==> src/sv/prrd_pkg.sv <==
// Shared types, constants and command/status bundles for the dispatcher.
package prrd_pkg;

  // Default sizing
  localparam int PARTITIONS_DEF    = 16;
  localparam int MAX_CONSUMERS_DEF = 8;

  // Fixed field widths
  localparam int OP_W     = 2;
  localparam int PART_W   = 4;
  localparam int ID_W     = 16;
  localparam int STATUS_W = 2;
  localparam int CNT_W    = 32;

  typedef enum logic [OP_W-1:0] {
    OP_SUB   = 2'd0,
    OP_UNSUB = 2'd1,
    OP_DLV   = 2'd2,
    OP_NOP   = 2'd3
  } op_t;

  typedef enum logic [STATUS_W-1:0] {
    ST_DONE = 2'd0,
    ST_NONE = 2'd1,
    ST_FULL = 2'd2
  } status_t;

  // Read index source for the list memory
  typedef enum logic [1:0] {
    RD_IDX,
    RD_NEXT,
    RD_REM
  } rd_sel_t;

  typedef enum logic [3:0] {
    S_IDLE,
    S_DECODE,
    S_US_CHK,
    S_US_RD,
    S_US_CMP,
    S_SH_RD,
    S_SH_WR,
    S_US_DEC,
    S_US_NEXT,
    S_DLV_MOD,
    S_DLV_TAKE,
    S_DONE
  } state_t;

  // Controller to datapath
  typedef struct packed {
    logic    capture;
    logic    sub_write;
    logic    sh_write;
    rd_sel_t rd_sel;
    logic    idx_inc;
    logic    idx_clr;
    logic    part_inc;
    logic    len_dec;
    logic    rem_start;
    logic    dlv_take;
    logic    set_res;
    status_t res_status;
    logic    out_load;
  } cmd_t;

  // Datapath to controller
  typedef struct packed {
    op_t  op;
    logic p_ok;
    logic len_zero;
    logic len_full;
    logic hit;
    logic idx_more;
    logic idx_more2;
    logic part_last;
    logic rem_done;
  } sts_t;

endpackage

==> src/sv/prrd_ram.sv <==
// Generic single-write, single-read RAM with registered read data.
module prrd_ram #(
  parameter int WIDTH = 16,
  parameter int DEPTH = 128,
  parameter int AW    = (DEPTH > 1) ? $clog2(DEPTH) : 1
) (
  input  logic             clk,
  input  logic             we,
  input  logic [AW-1:0]    waddr,
  input  logic [WIDTH-1:0] wdata,
  input  logic [AW-1:0]    raddr,
  output logic [WIDTH-1:0] rdata
);

  logic [WIDTH-1:0] mem [DEPTH];

  // Write port
  always_ff @(posedge clk) begin
    if (we) begin
      mem[waddr] <= wdata;
    end
  end

  // Registered read port
  always_ff @(posedge clk) begin
    rdata <= mem[raddr];
  end

endmodule

==> src/sv/prrd_rem.sv <==
// Bit-serial remainder unit: counter modulo list length, one bit per cycle.
module prrd_rem #(
  parameter int LW = 4
) (
  input  logic                       clk,
  input  logic                       rst_n,
  input  logic                       start,
  input  logic [prrd_pkg::CNT_W-1:0] dividend,
  input  logic [LW-1:0]              divisor,
  output logic                       busy,
  output logic [LW-1:0]              rem
);
  import prrd_pkg::*;

  localparam int SW = $clog2(CNT_W + 1);

  logic          busy_r;
  logic [SW-1:0] step_r;
  logic [CNT_W-1:0] dvd_r;
  logic [LW-1:0] div_r;
  logic [LW-1:0] rem_r;
  logic [LW:0]   trial;
  logic          ge;
  logic [LW-1:0] rem_nxt;

  // Shift in the next dividend bit, subtract when it fits
  always_comb begin
    trial   = {rem_r, dvd_r[CNT_W-1]};
    ge      = (trial >= {1'b0, div_r});
    rem_nxt = ge ? LW'(trial - {1'b0, div_r}) : trial[LW-1:0];
  end

  // Step control
  always_ff @(posedge clk) begin
    if (!rst_n) begin
      busy_r <= 1'b0;
      step_r <= '0;
    end else if (start) begin
      busy_r <= 1'b1;
      step_r <= SW'(CNT_W);
    end else if (busy_r) begin
      step_r <= step_r - 1'b1;
      if (step_r == SW'(1)) begin
        busy_r <= 1'b0;
      end
    end
  end

  // Operand and partial remainder
  always_ff @(posedge clk) begin
    if (start) begin
      dvd_r <= dividend;
      div_r <= divisor;
      rem_r <= '0;
    end else if (busy_r) begin
      dvd_r <= {dvd_r[CNT_W-2:0], 1'b0};
      rem_r <= rem_nxt;
    end
  end

  assign busy = busy_r;
  assign rem  = rem_r;

endmodule

==> src/sv/prrd_datapath.sv <==
// Datapath: list memory, lengths, delivery counters, remainder unit, result registers.
module prrd_datapath #(
  parameter int PARTITIONS    = prrd_pkg::PARTITIONS_DEF,
  parameter int MAX_CONSUMERS = prrd_pkg::MAX_CONSUMERS_DEF
) (
  input  logic                          clk,
  input  logic                          rst_n,
  input  prrd_pkg::cmd_t                cmd,
  output prrd_pkg::sts_t                sts,
  input  logic [prrd_pkg::OP_W-1:0]     in_op,
  input  logic [prrd_pkg::PART_W-1:0]   in_partition,
  input  logic [prrd_pkg::ID_W-1:0]     in_consumer,
  output logic [prrd_pkg::STATUS_W-1:0] out_status,
  output logic [prrd_pkg::ID_W-1:0]     out_target
);
  import prrd_pkg::*;

  localparam int PW    = (PARTITIONS > 1) ? $clog2(PARTITIONS) : 1;
  localparam int IW    = (MAX_CONSUMERS > 1) ? $clog2(MAX_CONSUMERS) : 1;
  localparam int LW    = $clog2(MAX_CONSUMERS + 1);
  localparam int DEPTH = PARTITIONS * MAX_CONSUMERS;
  localparam int AW    = (DEPTH > 1) ? $clog2(DEPTH) : 1;
  localparam int BW    = PW + LW;

  op_t              op_r;
  logic             p_ok_r;
  logic [ID_W-1:0]  id_r;
  logic [PW-1:0]    part_r;
  logic [IW-1:0]    idx_r;
  logic [LW-1:0]    lens_r [PARTITIONS];
  logic [CNT_W-1:0] cnt_r  [PARTITIONS];
  status_t          res_status_r;
  logic [ID_W-1:0]  res_target_r;
  status_t          out_status_r;
  logic [ID_W-1:0]  out_target_r;

  logic             part_in_range;
  logic [LW-1:0]    len_cur;
  logic [CNT_W-1:0] cnt_cur;
  logic [AW-1:0]    base;
  logic [IW-1:0]    rd_idx;
  logic [IW-1:0]    wr_idx;
  logic [AW-1:0]    raddr;
  logic [AW-1:0]    waddr;
  logic [ID_W-1:0]  wdata;
  logic             we;
  logic [ID_W-1:0]  rdata;
  logic             rem_busy;
  logic [LW-1:0]    rem;
  logic             in_p_ok;

  // Current partition's length and counter, zero outside the table
  always_comb begin
    part_in_range = ({1'b0, part_r} < (PW+1)'(PARTITIONS));
    len_cur       = part_in_range ? lens_r[part_r] : '0;
    cnt_cur       = part_in_range ? cnt_r[part_r] : '0;
    base          = AW'(BW'(part_r) * BW'(MAX_CONSUMERS));
  end

  // Memory address and write data selection
  always_comb begin
    unique case (cmd.rd_sel)
      RD_IDX:  rd_idx = idx_r;
      RD_NEXT: rd_idx = idx_r + 1'b1;
      RD_REM:  rd_idx = IW'(rem);
      default: rd_idx = idx_r;
    endcase
    wr_idx = cmd.sub_write ? IW'(len_cur) : idx_r;
    raddr  = base + AW'(rd_idx);
    waddr  = base + AW'(wr_idx);
    wdata  = cmd.sub_write ? id_r : rdata;
    we     = cmd.sub_write | cmd.sh_write;
  end

  prrd_ram #(
    .WIDTH (ID_W),
    .DEPTH (DEPTH)
  ) u_ram (
    .clk   (clk),
    .we    (we),
    .waddr (waddr),
    .wdata (wdata),
    .raddr (raddr),
    .rdata (rdata)
  );

  prrd_rem #(
    .LW (LW)
  ) u_rem (
    .clk      (clk),
    .rst_n    (rst_n),
    .start    (cmd.rem_start),
    .dividend (cnt_cur),
    .divisor  (len_cur),
    .busy     (rem_busy),
    .rem      (rem)
  );

  assign in_p_ok = (9'(in_partition) < 9'(PARTITIONS));

  // Capture the transfer and walk the list indexes
  always_ff @(posedge clk) begin
    if (cmd.capture) begin
      op_r   <= op_t'(in_op);
      id_r   <= in_consumer;
      p_ok_r <= in_p_ok;
      part_r <= (op_t'(in_op) == OP_UNSUB) ? '0 : PW'(in_partition);
      idx_r  <= '0;
    end else begin
      if (cmd.part_inc) begin
        part_r <= part_r + 1'b1;
      end
      if (cmd.idx_clr) begin
        idx_r <= '0;
      end else if (cmd.idx_inc) begin
        idx_r <= idx_r + 1'b1;
      end
    end
  end

  // Lengths and delivery counters
  always_ff @(posedge clk) begin
    if (!rst_n) begin
      for (int i = 0; i < PARTITIONS; i++) begin
        lens_r[i] <= '0;
        cnt_r[i]  <= '0;
      end
    end else begin
      if (cmd.sub_write) begin
        lens_r[part_r] <= len_cur + 1'b1;
      end else if (cmd.len_dec) begin
        lens_r[part_r] <= len_cur - 1'b1;
      end
      if (cmd.dlv_take) begin
        cnt_r[part_r] <= cnt_cur + 1'b1;
      end
    end
  end

  // Result and output registers
  always_ff @(posedge clk) begin
    if (cmd.set_res) begin
      res_status_r <= cmd.res_status;
      res_target_r <= cmd.dlv_take ? rdata : '0;
    end
    if (cmd.out_load) begin
      out_status_r <= res_status_r;
      out_target_r <= res_target_r;
    end
  end

  // Status toward the controller
  always_comb begin
    sts.op        = op_r;
    sts.p_ok      = p_ok_r;
    sts.len_zero  = (len_cur == '0);
    sts.len_full  = (len_cur >= LW'(MAX_CONSUMERS));
    sts.hit       = (rdata == id_r);
    sts.idx_more  = ((LW+1)'(idx_r) + (LW+1)'(1)) < (LW+1)'(len_cur);
    sts.idx_more2 = ((LW+1)'(idx_r) + (LW+1)'(2)) < (LW+1)'(len_cur);
    sts.part_last = ((PW+1)'(part_r) == (PW+1)'(PARTITIONS - 1));
    sts.rem_done  = !rem_busy;
  end

  assign out_status = out_status_r;
  assign out_target = out_target_r;

endmodule

==> src/sv/prrd_ctrl.sv <==
// Controller: sequences subscribe, unsubscribe walk and delivery, owns the handshakes.
module prrd_ctrl (
  input  logic           clk,
  input  logic           rst_n,
  input  logic           in_valid,
  output logic           in_ready,
  output logic           out_valid,
  input  logic           out_ready,
  input  prrd_pkg::sts_t sts,
  output prrd_pkg::cmd_t cmd
);
  import prrd_pkg::*;

  state_t state_r;
  state_t state_nxt;
  logic   out_valid_r;
  logic   out_valid_nxt;
  logic   slot_free;

  assign slot_free = !out_valid_r || out_ready;

  // Next state
  always_comb begin
    state_nxt = state_r;
    unique case (state_r)
      S_IDLE: begin
        if (in_valid) state_nxt = S_DECODE;
      end
      S_DECODE: begin
        unique case (sts.op)
          OP_SUB:   state_nxt = S_DONE;
          OP_UNSUB: state_nxt = S_US_CHK;
          OP_DLV: begin
            if (!sts.p_ok || sts.len_zero) state_nxt = S_DONE;
            else state_nxt = S_DLV_MOD;
          end
          OP_NOP:   state_nxt = S_DONE;
          default:  state_nxt = S_DONE;
        endcase
      end
      S_US_CHK: begin
        state_nxt = sts.len_zero ? S_US_NEXT : S_US_CMP;
      end
      S_US_RD:  state_nxt = S_US_CMP;
      S_US_CMP: begin
        priority if (sts.hit && sts.idx_more) state_nxt = S_SH_RD;
        else if (sts.hit) state_nxt = S_US_DEC;
        else if (sts.idx_more) state_nxt = S_US_RD;
        else state_nxt = S_US_NEXT;
      end
      S_SH_RD:  state_nxt = S_SH_WR;
      S_SH_WR: begin
        state_nxt = sts.idx_more2 ? S_SH_RD : S_US_DEC;
      end
      S_US_DEC: state_nxt = S_US_NEXT;
      S_US_NEXT: begin
        state_nxt = sts.part_last ? S_DONE : S_US_CHK;
      end
      S_DLV_MOD: begin
        if (sts.rem_done) state_nxt = S_DLV_TAKE;
      end
      S_DLV_TAKE: state_nxt = S_DONE;
      S_DONE: begin
        if (slot_free) state_nxt = S_IDLE;
      end
      default: state_nxt = S_IDLE;
    endcase
  end

  // Commands
  always_comb begin
    cmd            = '0;
    cmd.rd_sel     = RD_IDX;
    cmd.res_status = ST_DONE;
    in_ready       = 1'b0;
    unique case (state_r)
      S_IDLE: begin
        in_ready    = 1'b1;
        cmd.capture = in_valid;
      end
      S_DECODE: begin
        cmd.set_res = 1'b1;
        unique case (sts.op)
          OP_SUB: begin
            if (!sts.p_ok || sts.len_full) cmd.res_status = ST_FULL;
            else cmd.sub_write = 1'b1;
          end
          OP_UNSUB: cmd.set_res = 1'b0;
          OP_DLV: begin
            if (!sts.p_ok || sts.len_zero) begin
              cmd.res_status = ST_NONE;
            end else begin
              cmd.set_res   = 1'b0;
              cmd.rem_start = 1'b1;
            end
          end
          OP_NOP:  cmd.res_status = ST_DONE;
          default: cmd.res_status = ST_DONE;
        endcase
      end
      S_US_CHK: cmd.rd_sel = RD_IDX;
      S_US_RD:  cmd.rd_sel = RD_IDX;
      S_US_CMP: begin
        if (!sts.hit && sts.idx_more) cmd.idx_inc = 1'b1;
      end
      S_SH_RD:  cmd.rd_sel = RD_NEXT;
      S_SH_WR: begin
        cmd.sh_write = 1'b1;
        cmd.idx_inc  = 1'b1;
        cmd.rd_sel   = RD_IDX;
      end
      S_US_DEC: cmd.len_dec = 1'b1;
      S_US_NEXT: begin
        cmd.idx_clr = 1'b1;
        if (sts.part_last) begin
          cmd.set_res = 1'b1;
        end else begin
          cmd.part_inc = 1'b1;
        end
      end
      S_DLV_MOD: cmd.rd_sel = RD_REM;
      S_DLV_TAKE: begin
        cmd.set_res  = 1'b1;
        cmd.dlv_take = 1'b1;
      end
      S_DONE: cmd.out_load = slot_free;
      default: cmd.rd_sel = RD_IDX;
    endcase
  end

  // Output valid: set on load, drop on transfer
  always_comb begin
    out_valid_nxt = out_valid_r;
    if (cmd.out_load) out_valid_nxt = 1'b1;
    else if (out_ready) out_valid_nxt = 1'b0;
  end

  always_ff @(posedge clk) begin
    if (!rst_n) begin
      state_r     <= S_IDLE;
      out_valid_r <= 1'b0;
    end else begin
      state_r     <= state_nxt;
      out_valid_r <= out_valid_nxt;
    end
  end

  assign out_valid = out_valid_r;

endmodule

==> src/sv/partition_round_robin_dispatcher_top.sv <==
// Partition round-robin dispatcher: command in, one status/target result out.
//
// Input channel (in_valid/in_ready): op, partition, consumer. One result per
// transfer on the output channel (out_valid/out_ready): status and target.
// Items are handled one at a time; in_ready is high only while the sequencer
// is idle. The result sits in an output register, so the next command is
// taken while a finished result still waits for the receiver.
// Subscribe, unused op and deliver on an empty or unknown partition go from
// decode straight to the result. Any other deliver waits for the 32-step
// bit-serial remainder of the counter by the list length. Unsubscribe walks
// the list of every partition through the list memory: it compares entries,
// shifts the later entries down over the first match and shortens that list.
// in_ready returns in the cycle out_valid rises.
// A stalled receiver holds the result; a new result waits in the sequencer
// until the output register frees.
// Reset (rst_n low, synchronous) empties all lists and zeroes every delivery
// counter; list memory contents are not cleared and need no clearing pass.
module partition_round_robin_dispatcher_top #(
  parameter int PARTITIONS    = prrd_pkg::PARTITIONS_DEF,
  parameter int MAX_CONSUMERS = prrd_pkg::MAX_CONSUMERS_DEF
) (
  input  logic                          clk,
  input  logic                          rst_n,
  input  logic                          in_valid,
  output logic                          in_ready,
  input  logic [prrd_pkg::OP_W-1:0]     in_op,
  input  logic [prrd_pkg::PART_W-1:0]   in_partition,
  input  logic [prrd_pkg::ID_W-1:0]     in_consumer,
  output logic                          out_valid,
  input  logic                          out_ready,
  output logic [prrd_pkg::STATUS_W-1:0] out_status,
  output logic [prrd_pkg::ID_W-1:0]     out_target
);
  import prrd_pkg::*;

  cmd_t cmd;
  sts_t sts;

  prrd_ctrl u_ctrl (
    .clk       (clk),
    .rst_n     (rst_n),
    .in_valid  (in_valid),
    .in_ready  (in_ready),
    .out_valid (out_valid),
    .out_ready (out_ready),
    .sts       (sts),
    .cmd       (cmd)
  );

  prrd_datapath #(
    .PARTITIONS    (PARTITIONS),
    .MAX_CONSUMERS (MAX_CONSUMERS)
  ) u_dp (
    .clk          (clk),
    .rst_n        (rst_n),
    .cmd          (cmd),
    .sts          (sts),
    .in_op        (in_op),
    .in_partition (in_partition),
    .in_consumer  (in_consumer),
    .out_status   (out_status),
    .out_target   (out_target)
  );

endmodule

==> config.mk <==
export PLATFORM = sky130hd
export DESIGN_NAME = partition_round_robin_dispatcher_top
export DESIGN_NICKNAME = d
export VERILOG_FILES = /design/src/sv/prrd_pkg.sv /design/src/sv/prrd_ram.sv /design/src/sv/prrd_rem.sv /design/src/sv/prrd_datapath.sv /design/src/sv/prrd_ctrl.sv /design/src/sv/partition_round_robin_dispatcher_top.sv
export SDC_FILE = /design/constraint.sdc
export NUM_CORES = 2
export LEC_CHECK = 0
export ABC_AREA = 1
export BUFFER_PORTS_ARGS = -buffer_cell sky130_fd_sc_hd__buf_4
export CORE_MARGIN = 2
export CORE_UTILIZATION = 40
export DETAILED_ROUTE_END_ITERATION = 8
export PLACE_DENSITY = 0.53
export SYNTH_ARGS = -nofsm -noshare
export SYNTH_HDL_FRONTEND = slang
export SYNTH_SLANG_ARGS = --single-unit
==> constraint.sdc <==
create_clock -name clk -period 7.45 [get_ports clk]
set_input_delay 0.3725 -clock clk [delete_from_list [all_inputs] [get_ports clk]]
set_output_delay 0.3725 -clock clk [all_outputs]
set_load 0.01 [all_outputs]
# ---- After elaboration in Yosys (flattened, before gate mapping)
# Memory sizes are Yosys's and may differ from the RTL's. A register that Yosys moved wholly into a read port is not among the register bits.
# Index checks and enable logic that the tools add are counted.
dict set report word_totals {
  register_bits 113
  latchBits 0
  mem_bits_rw 2624
  rom_bits 0
  input_bits 26
  out_inout_bits 20
  elab_cells 151
  memories 3
}
# memory words width rd rd_clocked_by_memory_dff write_ports line
set memory_table {}
lappend memory_table {u_dp.u_ram.mem 128 16 1 1 1 prrd_ram.sv:15} ;# logic [WIDTH-1:0] mem [DEPTH];
lappend memory_table {u_dp.cnt_r 16 32 1 1 16 prrd_datapath.sv:31} ;# logic [CNT_W-1:0] cnt_r [PARTITIONS];
lappend memory_table {u_dp.lens_r 16 4 1 1 16 prrd_datapath.sv:30} ;# logic [LW-1:0] lens_r [PARTITIONS];
dict set report op_classes {
  addsub 11
  multipliers 0
  div 0
  n_lt_le_gt_ge 4
  n_eq_ne 23
  n_shift 0
  mux 74
  n_bitwise 3
  n_reduce_logical 17
}
# operator n
set ops {}
lappend ops {{2-to-1 mux 32 bit} 3}
lappend ops {{2-to-1 mux 4 bit} 18}
lappend ops {{one-hot mux 4 bit (12 select lines)} 1}
lappend ops {{2-to-1 mux 1 bit} 37}
lappend ops {{adder 32 x 1 -> 32 bit (second input constant)} 1}
lappend ops {{OR reduction 32 bit} 1}
lappend ops {{== test 4 bit (second input constant)} 5}
lappend ops {{== test 16 bit} 1}
lappend ops {{== test 4 x 3 -> 1 bit (second input constant)} 4}
lappend ops {{2-to-1 mux 16 bit} 1}
lappend ops {{adder 7 x 3 -> 7 bit} 2}
lappend ops {{2-to-1 mux 6 bit} 2}
lappend ops {{one-hot mux 4 bit (3 select lines)} 1}
lappend ops {{less-than comparator 5 x 4 -> 1 bit} 2}
lappend ops {{adder 4 x 1 -> 4 bit (second input constant)} 2}
lappend ops {{== test 4 x 2 -> 1 bit (second input constant)} 2}
lappend ops {{zero test 4 bit} 2}
lappend ops {{2-to-1 mux 2 bit} 4}
lappend ops {{one-hot mux 2 bit (2 select lines)} 2}
lappend ops {{== test 2 x 1 -> 1 bit (second input constant)} 3}
lappend ops {{== test 2 bit (second input constant)} 3}
lappend ops {{== test 6 x 1 -> 1 bit (second input constant)} 1}
lappend ops {{one-hot mux 3 bit (2 select lines)} 1}
lappend ops {{nonzero test 2 bit} 3}
lappend ops {{other kinds (23)} 30}

# ---- Longest topological paths before layout
dict set report depth {
  word_depth 10
  depth_mapped 23
  ltp_nobuf 19
}

# ---- Modules after synthesis
# From an unflattened synthesis, not the netlist that was laid out.
dict set report unflattened {
  cells_unflattened 10476
  hier_area_um2 116721.9
}
# module instances cells_each area_each_um2 seq_area_each_um2
set by_module_without_submodules {}
lappend by_module_without_submodules {prrd_ram 1 6793 82828.2 61819.3}
lappend by_module_without_submodules {prrd_datapath 1 3326 31058.5 19178.4}
lappend by_module_without_submodules {prrd_rem 1 235 2154.6 1301.2}
lappend by_module_without_submodules {prrd_ctrl 1 122 680.7 100.1}

# ---- Worst setup path before layout
# Ideal clock, no wire load.
dict set report synth_timing {
  path_kind {register to register}
  startpoint {reg with a tool-made name}
  endpoint {mem u_dp.u_ram.mem[0][11], data pin}
  setup_time_ns 1.197
  arrival_time_ns 6.498
  t_required_ns 6.253
  slack_ns -0.246
  stages_incl_launch_ff 14
  path_buffers 4
  period_less_slack_ns 7.696
  cell_sequence {dfxtp_1 > buf_6 > buf_6 > nor2_1 > nor2_1 > o21ai_1 > nand3_1 > nand3_1 > nand2_2 > inv_2 > nand3_2 > buf_2 > clkbuf_1 > o21ai_0}
}
# element line
set synth_rtl {}
lappend synth_rtl {{end, declared} prrd_ram.sv:15}

==> run_results.csv <==
group,metric,value,unit
drt,routed_via_density,5.41,
setup_path,cp.required,8.05,ns
clock_tree,cts.path.max_buffers,4,
power,power_frac_seq,35.4,%
power,pwr-share-clk,25.5,%
synthesis,synth_cells,10518,
synthesis,ys.flop_type,"edfxtp_1",
placement,place.gp.congestion,0.861,
layout,area_growth,12.3,%
global_routing,grt_usage,22.9,%
die,die_y,550,µm
setup_path,worstPathMaxFanout,154,
clock_tree,cts_sinks,2757,
synthesis,synth_warnings,0,
synthesis,seq_area_frac_synth,69.2,%
sta,hold_slack,0.0823,ns
global_routing,antenna_found_initial,7,
global_routing,grt_overflow,0,
sta,clock_skew,0.0799,ns
setup_path,crit_family,"buffers and inverters",
power,switching_share,41.7,%
clock_tree,numCtsBuffers,301,
layout,final_util,45.1,%
placement,dpl_cell_area,124000,µm²
power,p_int,33100,µW
clock_tree,cts_tree,"built",
sta,drv_slew,0,
synthesis,syn_area_per_cell,11.3,µm²
drt,ant_nets,0,
clock_tree,clk_latency,0.92,ns
sta,tightest_slew,1.40,ns
power,ir_worst_vdd,0.000472,V
sta,rsz0062_at_grt,"false",
synthesis,synth_cell_types,46,
die,start_util,40.1,%
synthesis,async_flop_share,0,%
placement,portBuffers,45,
synthesis,syn_nets,10575,
drt,drt_iter0_drc,8980,
die,die_x,550,µm
setup_path,crit_chain,"buf_4, buf_12, nor2_1, nor2_1, o21ai_1, nand3_1, nand3_1, nand2_1, ha_1, nand2_1, nor2_2, nand2_1, xor2_1, nor2_1",
clock_tree,cts_resized,0,
drt,drc_errors,0,
worst_hold_path,hold_path.class,"primary input to flop",
layout,postLayoutCellArea,134000,µm²
setup_path,start_kind,"flop",
setup_path,ff2ff_path_depth,14,
power,p_sw,23700,µW
die,core_area,297000,µm²
drt,drtPass1Iterations,8,
sta,layout_min_cycle_time,5.06,ns
sta,period_share,67.9,%
placement,post-place-ws,2.46,ns
clock_tree,cts-root-buf,"clkbuf_16",
setup_path,arrival,5.66,ns
synthesis,synth_edf_count,2718,
placement,dp_cells,14086,
placement,hpwl,191000,µm
die,die-area,302000,µm²
worst_hold_path,hold_depth,3,
sta,setup_ws,2.39,ns
setup_path,max_stage_delay,0.96,ns
power,power.density,425,nW/µm²
die,io_pins,46,
drt,totalWireLength,352000,µm
clock_tree,cts_setup_buffers,0,
layout,fin_cells,14645,
run_status,run_status,"finished clean",
clock_tree,cts_max_level,5,
global_routing,grt_max_degree,223,
drt,drt-wirelength-per-cell,24.0,µm
clock_tree,cts_hold_buf,24,
sta,slew_headroom,6.46,%
global_routing,grt_pass1_wl,515000,µm
sta,finalHoldViolations,0,
power,p_leak,0.0509,µW
setup_path,slowest_stage,"xor2_1",
setup_path,crit_cells,14,
setup_path,critPathKind,"flop to flop",
power,comb_power_share,39.2,%
sta,setup_viol,0,
flow_run,cap_viol_max_count,0,
clock_tree,clk_pin_slew,0.06,ns
setup_path,critPathBufInv,2,
layout,layout.nets,10531,
layout,drive_above_1_share,9.07,%
global_routing,grt_pass1_vias,75354,
die,num_rows,200,
setup_path,endpoint_kind,"flop",
synthesis,ys_seq_elements,2757,
sta,fmax,198,MHz
drt,vias,79281,
synthesis,syn-cell-area,119000,µm²
[layout by cell type, fill, tap and decap left out, drive strengths merged, types with 6 or more instances in the layout]
cell and count:
clkinv 109, a21oi 246, nand2 2005, o211ai 952, nand3 1354, diode 7
ha 29, or2 49, dfxtp 39, bufinv 19, buf 315, dlygate4sd3 24
edfxtp 2718, nor2 819, clkbuf 386, xnor2 15, o21ai 152, xor2 19
clkinvlp 6, a31oi 8, inv 1401
[worst reg2reg max path: stages, from the launching register on]
cell and delay [ns]:
dfxtp_4 0.59, buf_4 0.80, buf_12 0.57, nor2_1 0.31, nor2_1 0.11, o21ai_1 0.07, nand3_1 0.10, nand3_1 0.13
nand2_1 0.18, ha_1 0.26, nand2_1 0.11, nor2_2 0.23, nand2_1 0.23, xor2_1 0.96, nor2_1 0.09
[worst paths after layout]
path / startpoint / to / slack (ns)
setup / recovery: flop / u_dp.cnt_r[14][8]$_SDFFCE_PN0P_ / 2.39
hold / removal: in_partition[1] / u_dp.part_r[1]$_DFFE_PN_ / 0.08
setup reg to reg: flop / u_dp.cnt_r[14][8]$_SDFFCE_PN0P_ / 2.39
hold reg to reg: u_dp.res_target_r[1]$_SDFFCE_PP0P_ / u_dp.out_target[1]$_DFFE_PP_ / 0.41
[cell type report]
cell class                      count  area [µm²]
Sequential cell                  2757       82400
Antenna cell                        7        17.5
Multi-Input combinational cell   5682       28600
Timing Repair Buffer              339        3030
Tap cell                         3939        4930
Clock inverter                    142        1330
Inverter                         1393        5260
Fill cell                       27155      163000
Clock buffer                      386        8060
[cells in the mapped netlist (66+ instances only)]
master	count	area [µm²]
nand2_1	1987	7460
edfxtp_1	2718	81600
o211ai_1	952	7150
o21ai_0	121	606
nand3_1	1341	6710
nor2_1	801	3010
inv_1	1374	5160
a21oi_1	180	901
clkbuf_1	422	1580
buf_1	66	248
buf_2	121	606
a21oi_2	66	578
[stage by stage]
stage	power [µW]	setup TNS, ns
after floorplan	34300	-94.29
after global placement	42300	0
after detailed placement	42500	0
after CTS	57000	0
after global routing	59500	0
final	56800	0
[power groups by stage]
stage               Combinational (µW)  Clock [µW]  Sequential, µW
finish                           22300       14500           20100
global placement                 21900           0           20400
detailed placement               22100           0           20400
floorplan                        13700           0           20500
CTS                              22200       14800           20100
global route                     24100       15300           20100
[kinds of logic after synthesis]
family	count (synthesis)	synth area share (%)
adders and majority gates	31	0.338
DFF	2757	69.2
and+or+nand+nor	4239	15.1
xor gates and xnor gates	34	0.291
buffers and inverters	2079	7.02
AOI/OAI and AO/OA	1378	8.06
[per-layer routing]
layer / global-route usage [%] / wire [µm] / share of wire (%) / vias up
li1: - / - / - / 36365
met1: 33.3 / 156000 / 44 / 39437
met2: 35.7 / 160000 / 45 / 3005
met3: 3.79 / 28100 / 8.0 / 474
met4: 5.50 / 7910 / 2.2 / 0
met5: 0 / 0 / 0 / -
[registers in the layout, summed over array words and instances, names as in the netlist, named ones only]
signal / cells
u_dp.res_status_r: 2
u_dp.res_target_r: 16
u_dp.u_ram.rdata: 16
u_dp.out_status: 2
u_ctrl.state_r: 4
u_dp.cnt_r: 512
u_dp.part_r: 4
u_dp.u_rem.step_r: 6
u_dp.op_r: 2
u_dp.lens_r: 64
u_ctrl.out_valid: 1
u_dp.u_rem.dvd_r: 32
u_dp.u_ram.mem: 2048
u_dp.u_rem.rem: 4
u_dp.u_rem.div_r: 4
u_dp.u_rem.busy: 1
u_dp.idx_r: 3
u_dp.out_target: 16
u_dp.id_r: 16
Power figures use the tool's default switching activity.
